==> config.mk <==
export PLATFORM = sky130hd
export DESIGN_NAME = nrfc_datapath
export DESIGN_NICKNAME = d
export VERILOG_FILES = /design/src/sv/nrfc_pkg.sv /design/src/sv/nrfc_ram.sv /design/src/sv/nrfc_datapath.sv
export SDC_FILE = /design/constraint.sdc
export NUM_CORES = 1
export LEC_CHECK = 0
export BUFFER_PORTS_ARGS = -buffer_cell sky130_fd_sc_hd__clkbuf_2
export CORE_AREA = 4 4 250 252
export DETAILED_ROUTE_END_ITERATION = 8
export DIE_AREA = 0 0 254 256
export PLACE_DENSITY = 0.54
export SLEW_MARGIN = 0
export SYNTH_ARGS = -nofsm -noshare
export SYNTH_HDL_FRONTEND = slang
export SYNTH_SLANG_ARGS = --single-unit
==> constraint.sdc <==
create_clock -name clk -period 2.95 [get_ports clk]
set_input_delay 0 -clock clk [delete_from_list [all_inputs] [get_ports clk]]
set_output_delay 0 -clock clk [all_outputs]
set_load 0.1 [all_outputs]
==> src/sv/nrfc_pkg.sv <==
// nrfc_pkg: shared types, constants and the ack table for the response frame checker
// no dependencies; used by nrfc_datapath, nrfc_ctrl, the top level and the bench
`default_nettype none

package nrfc_pkg;

	localparam int CAPTURE_DEPTH = 32;
	localparam int ACK_LEN       = 6;
	localparam int HDR_MIN_POS   = ACK_LEN + 2;
	localparam int FRAME_EXTRA   = 7;
	localparam int PARAM_OFFSET  = 7;
	localparam int MAX_PARAMS    = 17;

	localparam logic [7:0] TFI_TO_HOST = 8'hD5;
	localparam logic [7:0] HDR_END     = 8'hFF;
	localparam logic [7:0] BYTE_ZERO   = 8'h00;

	typedef enum logic [1:0] {
		OP_START = 2'd0,
		OP_BYTE  = 2'd1,
		OP_END   = 2'd2
	} op_t;

	typedef enum logic [3:0] {
		ST_OK        = 4'd0,
		ST_SHORT     = 4'd1,
		ST_BAD_ACK   = 4'd2,
		ST_NO_HDR    = 4'd3,
		ST_LCS       = 4'd4,
		ST_LEN_SMALL = 4'd5,
		ST_TRUNC     = 4'd6,
		ST_TFI       = 4'd7,
		ST_CMD       = 4'd8,
		ST_DCS       = 4'd9,
		ST_POSTAMBLE = 4'd10
	} status_t;

	typedef struct packed {
		logic [1:0] op;
		logic [7:0] rx_byte;
		logic [7:0] expected_cmd;
		logic [7:0] param_limit;
	} in_item_t;

	typedef struct packed {
		logic [7:0] param_byte;
		logic       has_data;
		logic [3:0] status;
		logic       last;
		logic [4:0] param_count;
	} out_item_t;

	typedef enum logic [1:0] {
		PTR_HOLD  = 2'd0,
		PTR_INC   = 2'd1,
		PTR_ZERO  = 2'd2,
		PTR_FIRST = 2'd3
	} ptr_op_t;

	typedef struct packed {
		logic    latch_start;
		logic    capture_wr;
		ptr_op_t ptr_op;
		logic    shift_win;
		logic    save_start;
		logic    load_len;
		logic    load_rem;
		logic    rem_dec;
		logic    sum_first;
		logic    sum_add;
		logic    load_k;
		logic    err_load;
		status_t err_code;
		logic    out_err;
		logic    out_data;
	} ctrl_cmd_t;

	typedef struct packed {
		logic short_cap;
		logic ack_ok;
		logic ack_last;
		logic ptr_end;
		logic hdr_hit;
		logic hdr_room;
		logic lcs_ok;
		logic len_ok;
		logic frame_room;
		logic tfi_ok;
		logic rsp_ok;
		logic len_two;
		logic rem_one;
		logic dcs_ok;
		logic post_ok;
		logic k_zero;
		logic emit_last;
		logic out_free;
	} dp_stat_t;

	function automatic logic [7:0] ack_byte(input logic [2:0] idx);
		logic [7:0] b;
		case (idx)
			3'd2, 3'd4: b = 8'hFF;
			default:    b = 8'h00;
		endcase
		return b;
	endfunction

endpackage

`default_nettype wire

==> src/sv/nrfc_ram.sv <==
// nrfc_ram: generic single write port, single read port ram with registered read
// no dependencies
`default_nettype none

module nrfc_ram #(
	parameter int WIDTH = 8,
	parameter int DEPTH = 32
) (
	input  wire logic                     clk,
	input  wire logic                     we,
	input  wire logic [$clog2(DEPTH)-1:0] waddr,
	input  wire logic [WIDTH-1:0]         wdata,
	input  wire logic [$clog2(DEPTH)-1:0] raddr,
	output      logic [WIDTH-1:0]         rdata
);

	logic [WIDTH-1:0] mem [DEPTH];

	always_ff @(posedge clk) begin
		if (we) begin
			mem[waddr] <= wdata;
		end
		rdata <= mem[raddr];
	end

endmodule

`default_nettype wire

==> src/sv/nrfc_datapath.sv <==
// nrfc_datapath: capture store, byte pointer, frame field registers and result register
// depends on nrfc_pkg and nrfc_ram
`default_nettype none

module nrfc_datapath #(
	parameter int CAPTURE_DEPTH = nrfc_pkg::CAPTURE_DEPTH
) (
	input  wire logic                clk,
	input  wire logic                arst_n,
	input  wire nrfc_pkg::ctrl_cmd_t cmd,
	input  wire nrfc_pkg::in_item_t  in_data,
	output      nrfc_pkg::dp_stat_t  stat,
	input  wire logic                out_ready,
	output      logic                out_valid,
	output      nrfc_pkg::out_item_t out_data
);

	localparam int AW = $clog2(CAPTURE_DEPTH);
	localparam int CW = $clog2(CAPTURE_DEPTH + 1);
	localparam int PW = ((CW > 8) ? CW : 8) + 2;

	logic [CW-1:0]      n_q;
	logic [7:0]         cmd_q;
	logic [7:0]         limit_q;
	logic [PW-1:0]      ptr_q;
	logic [PW-1:0]      ptr_d;
	logic [PW-1:0]      start_q;
	logic [PW-1:0]      n_ext;
	logic [7:0]         w0_q;
	logic [7:0]         w1_q;
	logic [7:0]         len_q;
	logic [7:0]         rem_q;
	logic [7:0]         sum_q;
	logic [4:0]         k_q;
	logic [4:0]         idx_q;
	nrfc_pkg::status_t  err_q;
	logic [7:0]         rd_data;
	logic               wr_en;
	logic [7:0]         lenm2;
	logic [7:0]         lim_min;
	logic [4:0]         k_calc;
	nrfc_pkg::out_item_t out_q;
	logic               out_valid_q;

	assign wr_en = cmd.capture_wr && (n_q < CW'(CAPTURE_DEPTH));
	assign n_ext = PW'(n_q);

	always_comb begin
		case (cmd.ptr_op)
			nrfc_pkg::PTR_INC:   ptr_d = ptr_q + PW'(1);
			nrfc_pkg::PTR_ZERO:  ptr_d = '0;
			nrfc_pkg::PTR_FIRST: ptr_d = start_q + PW'(nrfc_pkg::PARAM_OFFSET);
			default:             ptr_d = ptr_q;
		endcase
	end

	nrfc_ram #(
		.WIDTH(8),
		.DEPTH(CAPTURE_DEPTH)
	) u_store (
		.clk  (clk),
		.we   (wr_en),
		.waddr(n_q[AW-1:0]),
		.wdata(in_data.rx_byte),
		.raddr(ptr_d[AW-1:0]),
		.rdata(rd_data)
	);

	assign lenm2   = len_q - 8'd2;
	assign lim_min = (lenm2 < limit_q) ? lenm2 : limit_q;
	assign k_calc  = (lim_min > 8'(nrfc_pkg::MAX_PARAMS)) ? 5'(nrfc_pkg::MAX_PARAMS)
		: lim_min[4:0];

	always_comb begin
		stat.short_cap  = n_q < CW'(nrfc_pkg::ACK_LEN);
		stat.ack_ok     = rd_data == nrfc_pkg::ack_byte(ptr_q[2:0]);
		stat.ack_last   = ptr_q == PW'(nrfc_pkg::ACK_LEN - 1);
		stat.ptr_end    = ptr_q >= n_ext;
		stat.hdr_hit    = (ptr_q >= PW'(nrfc_pkg::HDR_MIN_POS)) && (w1_q == nrfc_pkg::BYTE_ZERO)
			&& (w0_q == nrfc_pkg::BYTE_ZERO) && (rd_data == nrfc_pkg::HDR_END);
		stat.hdr_room   = (ptr_q + PW'(3)) <= n_ext;
		stat.lcs_ok     = 8'(len_q + rd_data) == 8'd0;
		stat.len_ok     = len_q >= 8'd2;
		stat.frame_room = (start_q + PW'(len_q) + PW'(nrfc_pkg::FRAME_EXTRA)) <= n_ext;
		stat.tfi_ok     = rd_data == nrfc_pkg::TFI_TO_HOST;
		stat.rsp_ok     = rd_data == 8'(cmd_q + 8'd1);
		stat.len_two    = len_q == 8'd2;
		stat.rem_one    = rem_q == 8'd1;
		stat.dcs_ok     = 8'(sum_q + rd_data) == 8'd0;
		stat.post_ok    = rd_data == nrfc_pkg::BYTE_ZERO;
		stat.k_zero     = k_calc == 5'd0;
		stat.emit_last  = 5'(idx_q + 5'd1) == k_q;
		stat.out_free   = !out_valid_q || out_ready;
	end

	always_ff @(posedge clk or negedge arst_n) begin
		if (!arst_n) begin
			n_q         <= '0;
			cmd_q       <= '0;
			limit_q     <= '0;
			ptr_q       <= '0;
			k_q         <= '0;
			idx_q       <= '0;
			err_q       <= nrfc_pkg::ST_OK;
			out_valid_q <= 1'b0;
		end else begin
			ptr_q <= ptr_d;
			if (cmd.latch_start) begin
				n_q     <= '0;
				cmd_q   <= in_data.expected_cmd;
				limit_q <= in_data.param_limit;
			end else if (wr_en) begin
				n_q <= n_q + CW'(1);
			end
			if (cmd.load_k) begin
				k_q   <= k_calc;
				idx_q <= '0;
			end else if (cmd.out_data) begin
				idx_q <= idx_q + 5'd1;
			end
			if (cmd.err_load) begin
				err_q <= cmd.err_code;
			end
			if (cmd.out_err || cmd.out_data) begin
				out_valid_q <= 1'b1;
			end else if (out_ready) begin
				out_valid_q <= 1'b0;
			end
		end
	end

	always_ff @(posedge clk) begin
		if (cmd.shift_win) begin
			w1_q <= w0_q;
			w0_q <= rd_data;
		end
		if (cmd.save_start) begin
			start_q <= ptr_q - PW'(2);
		end
		if (cmd.load_len) begin
			len_q <= rd_data;
		end
		if (cmd.load_rem) begin
			rem_q <= lenm2;
		end else if (cmd.rem_dec) begin
			rem_q <= rem_q - 8'd1;
		end
		if (cmd.sum_first) begin
			sum_q <= rd_data;
		end else if (cmd.sum_add) begin
			sum_q <= 8'(sum_q + rd_data);
		end
		if (cmd.out_err) begin
			out_q.param_byte  <= nrfc_pkg::BYTE_ZERO;
			out_q.has_data    <= 1'b0;
			out_q.status      <= err_q;
			out_q.last        <= 1'b1;
			out_q.param_count <= 5'd0;
		end else if (cmd.out_data) begin
			out_q.param_byte  <= rd_data;
			out_q.has_data    <= 1'b1;
			out_q.status      <= nrfc_pkg::ST_OK;
			out_q.last        <= stat.emit_last;
			out_q.param_count <= k_q;
		end
	end

	assign out_valid = out_valid_q;
	assign out_data  = out_q;

endmodule

`default_nettype wire

[Word level (Yosys, flattened, before mapping)]
Memories as Yosys holds them, arrays and structs flattened. A register that Yosys moved wholly into a read port is not among the register bits.
Index checks and enable logic that the tools add are counted.
Operators by class
  shift-type cells: 0
  divide/modulo/power cells: 0
  reduce and logical (&&, ||, !) cells: 21
  bitwise logic cells: 0
  order comparisons: 9
  add/subtract/negate cells: 13
  mux-type cells: 18
  eq/ne operators: 13
  multipliers: 0
Operators by type and width (count)
  2-to-1 mux 8 bit: 6
  logical NOT 8 bit: 5
  one-hot mux 10 bit (3 select lines): 1
  adder 10 x 3 -> 10 bit, second input constant: 2
  <= comparator 10 x 6 -> 1 bit: 2
  2-to-1 mux 10 bit: 2
  adder 8 bit: 2
  == test 8 bit: 2
  == test 8 bit, second input constant: 2
  2-to-1 mux 5 bit: 3
  2-to-1 mux 6 bit: 2
  nonzero test 2 bit: 6
  adder 10 x 1 -> 10 bit, second input constant: 1
  adder 10 x 2 -> 10 bit, second input constant: 1
  adder 10 x 8 -> 10 bit: 1
  == test 10 x 3 -> 1 bit, second input constant: 1
  greater-or-equal comparator 10 x 4 -> 1 bit, second input constant: 1
  greater-or-equal comparator 10 x 6 -> 1 bit: 1
  subtractor 10 x 2 -> 10 bit, second input constant: 1
  adder 8 x 1 -> 8 bit, second input constant: 1
  == test 8 x 1 -> 1 bit, second input constant: 1
  == test 8 x 2 -> 1 bit, second input constant: 1
  greater-or-equal comparator 8 x 2 -> 1 bit, second input constant: 1
  greater-than comparator 8 x 5 -> 1 bit, second input constant: 1
  19 further kinds: 27
Storage, ports and cells
  register bits after elaboration: 116
  output and inout port bits: 38
  bits in latches: 0
  memories kept: 1
  RAM bits: 256
  memory bits (read-only): 0
Memory list
  u_store.mem: depth 32, width 8, rd ports 1, clocked after Yosys merged registers in 1, wr ports 1, line nrfc_ram.sv:17  | logic [WIDTH-1:0] mem [DEPTH];

[Longest topological paths before layout]
  depth after elaboration: 6
  mapped depth: 13
  depth with buffers taken out: 13

[Hierarchy]
A second synthesis with hierarchy kept.
Unflattened totals
  cell total of the unflattened synthesis: 1142
  area total of the unflattened synthesis: 17401.7 um2
Modules (own cells, without submodules)
  nrfc_ram: cells an instance 417, area an instance 10053.4 um2, times used 1
  nrfc_datapath: cells an instance 725, area an instance 7348.3 um2, times used 1

[Worst setup path before layout]
Ideal clock, no wire load.
  kind: register to output
  start point: reg len_q[1]
  end point: out stat[9] (netlist bit)
  path slack: -2.359 ns
  arrival time: 5.309 ns
  data required time: 2.950 ns
  buffers on the path: 0
  stages on the path, launching flop included: 13
  cells stage by stage: edfxtp_1 -> inv_1 -> ha_1 -> inv_1 -> ha_1 -> fa_1 -> a21o_1 -> a21oi_1 -> xnor2_1 -> ha_1 -> o22ai_1 -> a21oi_1 -> nor4_1
RTL lines
  start, declared: line nrfc_datapath.sv:31  | logic [7:0] len_q;
  start signal, assigned: line nrfc_datapath.sv:141  | len_q <= rd_data;
  end, declared: line nrfc_datapath.sv:12  | output nrfc_pkg::dp_stat_t stat,

==> run metrics <==
status=finished with violations; failing checks=setup timing; fmax=301 MHz; clk root buf=clkbuf_16; DP Wirelength=31100 µm; CTS H-tree depth=2; Core ar.=0.0601 mm²; Layout Nets=1687; CTS Buf Count=41; Mapped Cells=1328; WL final=46800 µm; CP startpoint kind=flip-flop; drt wl/cell=19.7 µm; Period minus WS final=3.33 ns; Crit. End Element=primary output; worst hold path class=in2reg; Worst EP arrival=3.33 ns; Synth Area per Inst=13.5 µm²; antenna viol nets, final=0; vias per cell=4.91; Critical Path RT=2.95 ns; Slew Limit Fails=0; final count of negative-setup-slack endpoints=10; synthesized cell area=0.0180 mm²; fin crit share=1.13; Final Hold Fails=0; Die H=256 µm; initial core utilization=0.299; first-pass iteration count of the detailed router=5; power density over the cells=802 mW/mm²; All-Layer GR Usage=0.139; post-synthesis cell type count=69; P_leak=8.23 nW; Antenna diodes=0; CP max stage cell=edfxtp_1; io pins=86; number of cell rows=90; register area share after synthesis=0.609; Layout Area Growth over Synthesis=24.7%; number of synthesized flops with an enable pin=310; share of cells above drive strength 1=0.259; Main synth FF type=edfxtp_1; measured slew at the worst slew-check pin=0.900 ns; remaining global-route overflow=0; most frequent cells in the layout=edfxtp_1 (310), nor2_1 (111), buf_4 (111), mux2i_1 (100), clkbuf_2 (76); most common cell after layout, fill and taps aside=edfxtp_1; FFs w/ async S/R, synth=0.124; die width=254 µm; Skew-Pair Late Insertion Delay=0.55 ns; DRT iter0 DRCs=763; number of global-route vias before repair=11900; clock-pin slew of the registers on the worst-case setup and hold paths=0.06 ns; DRC=0; antenna violations before repair=0; FF+latch count, synth=380; CP cell instances=inv_2 > ha_4 > inv_2 > ha_4 > fa_2 > a21o_1 > a21oi_2 > xnor2_1 > ha_1 > o22ai_2 > a21oi_2 > nor4_4 > buf_12; total of max-cap violations=0; die area=0.0650 mm²; clk sink count=380; RSZ-0062 raised after global routing=yes; # port buffers=83; hold_ws=0.0209 ns; Bufs on Longest Clock Path=3; routability cong.=0.802; Crit Path Category=reg2out; Syn Nets=1452; worst-path maximum fanout=2; setup TNS=-1.63 ns; synth warn=0; Max VDD drop=0.455 mV; pin count of the biggest net entering global routing=33; first-pass GRT wire length=71100 µm; CTS tree=yes; Vias=11700; setup ws final=-0.377 ns; Post-Route Skew=0.00942 ns; relative slew slack=0.400; max incr delay on CP=0.36 ns
==> critical path: cells and delay by family (launching register included) <==
family | cells | cell delay (ns)
fa+ha+maj | 4 | 1.10
compound gates | 4 | 0.58
flops | 1 | 0.36
buf+inv | 3 | 0.31
simple gates | 1 | 0.31
xor+xnor | 1 | 0.09
==> final timing paths <==
| check | start | to | slack (ns) | depth (start not counted) |
|---|---|---|---|---|
| setup / recovery | start_q[1] | stat[9] | -0.38 | 13 |
| hold reg to reg | w0_q[2] | w1_q[2] | 0.45 | 0 |
| min in group asynchronous | arst_n | limit_q[6] | 0.12 | 2 |
| max in group asynchronous | arst_n | cmd_q[0] | 2.01 | 3 |
| setup reg to reg | start_q[1] | u_store.rdata[1] | -0.16 | 12 |
| hold / removal | cmd[17] | n_q[0] | 0.02 | 5 |
==> metrics by stage <==
step	std cells	total power, mW	area (µm²)	utilization	worst slack, ns
after floorplan	1328	10.6	18000	-	-0.547
after global placement	2231	12.3	20000	0.333	0.00925
after detailed placement	2231	12.3	20000	0.333	-0.0508
after CTS	2358	17.8	22000	0.366	-0.355
after global routing	2376	18.9	22400	0.372	-0.501
final	2376	18.0	22400	0.372	-0.377
==> repair_timing <==
item / 4_1_cts / 5_1_grt
buffers inserted: 14 / 16
pin swaps: 22 / 23
hold endpoints to repair: 142 / 0
hold buffers: 37 / 0
gates resized for setup: 47 / 44
endpoints found under the setup margin: 8 / 16
cloned: 2 / 2
==> synthesized netlist by cell type, types with 6 or more instances <==
cell type / count / area [µm²]
o21a_1: 10 / 75.1
a21o_1: 7 / 52.6
buf_2: 14 / 70.1
nand2b_1: 10 / 62.6
nand3_1: 29 / 145
a22o_1: 8 / 70.1
dfrtp_1: 47 / 1180
a2111oi_0: 10 / 87.6
nand2_1: 68 / 255
mux4_2: 18 / 405
o22ai_1: 35 / 219
nor2_1: 113 / 424
nor3_1: 31 / 155
o21ai_0: 31 / 155
a32o_1: 9 / 90.1
xnor2_1: 41 / 359
mux2i_1: 100 / 1000
nand4_1: 11 / 68.8
or4_1: 10 / 75.1
a221oi_1: 15 / 131
and3_1: 7 / 43.8
nor4_1: 16 / 100
edfxtp_1: 310 / 9310
or2_2: 7 / 43.8
inv_1: 43 / 161
clkbuf_1: 26 / 97.6
a21oi_1: 29 / 145
dfxtp_1: 23 / 460
xor2_1: 34 / 298
a211oi_1: 13 / 97.6
buf_6: 6 / 67.6
nor2b_1: 10 / 62.6
ha_1: 73 / 913
mux2_2: 48 / 541
==> where the power goes <==
part	switching [mW]	total, mW	internal (mW)
logic	3.38	6.10	2.72
registers	0.543	6.90	6.36
clock network	2.12	4.97	2.85
total	6.05	18.0	11.9
==> registers in the layout (all words and copies together) (netlist names) <==
signal and count:
sum_q 8, n_q 6, k_q 5, u_store.mem 256
rem_q 8, idx_q 5, cmd_q 8, start_q 10
out_data 19, len_q 8, u_store.rdata 8, w0_q 8
ptr_q 10, out_valid 1, err_q 4, w1_q 8
limit_q 8
==> routing by layer <==
metal / track usage / up-vias / part of all wire
met5: 0 / - / 0
met4: 0.0282 / 0 / 0.017
met3: 0.0250 / 60 / 0.048
met2: 0.230 / 277 / 0.47
met1: 0.193 / 5797 / 0.46
li1: - / 5529 / -
==> layout make-up <==
cell class,instances,area [µm²]
Fill cell,5748,37700
Inverter,45,176
Sequential cell,380,11000
Multi-Input combinational cell,849,6970
Clock buffer,55,1120
Tap cell,782,978
Clock inverter,19,168
Timing Repair Buffer,246,2020
==> kinds of logic (layout without fill, tap and decap cells) <==
group,Yosys count,after routing,synth area share
mux,166,166,0.108
compound gates,196,196,0.0764
xor+xnor,75,75,0.0366
simple gates,336,336,0.0899
buf+inv,99,365,0.0250
fa+ha+maj,76,76,0.0542
flops,380,380,0.609
Power figures use the tool's default switching activity.
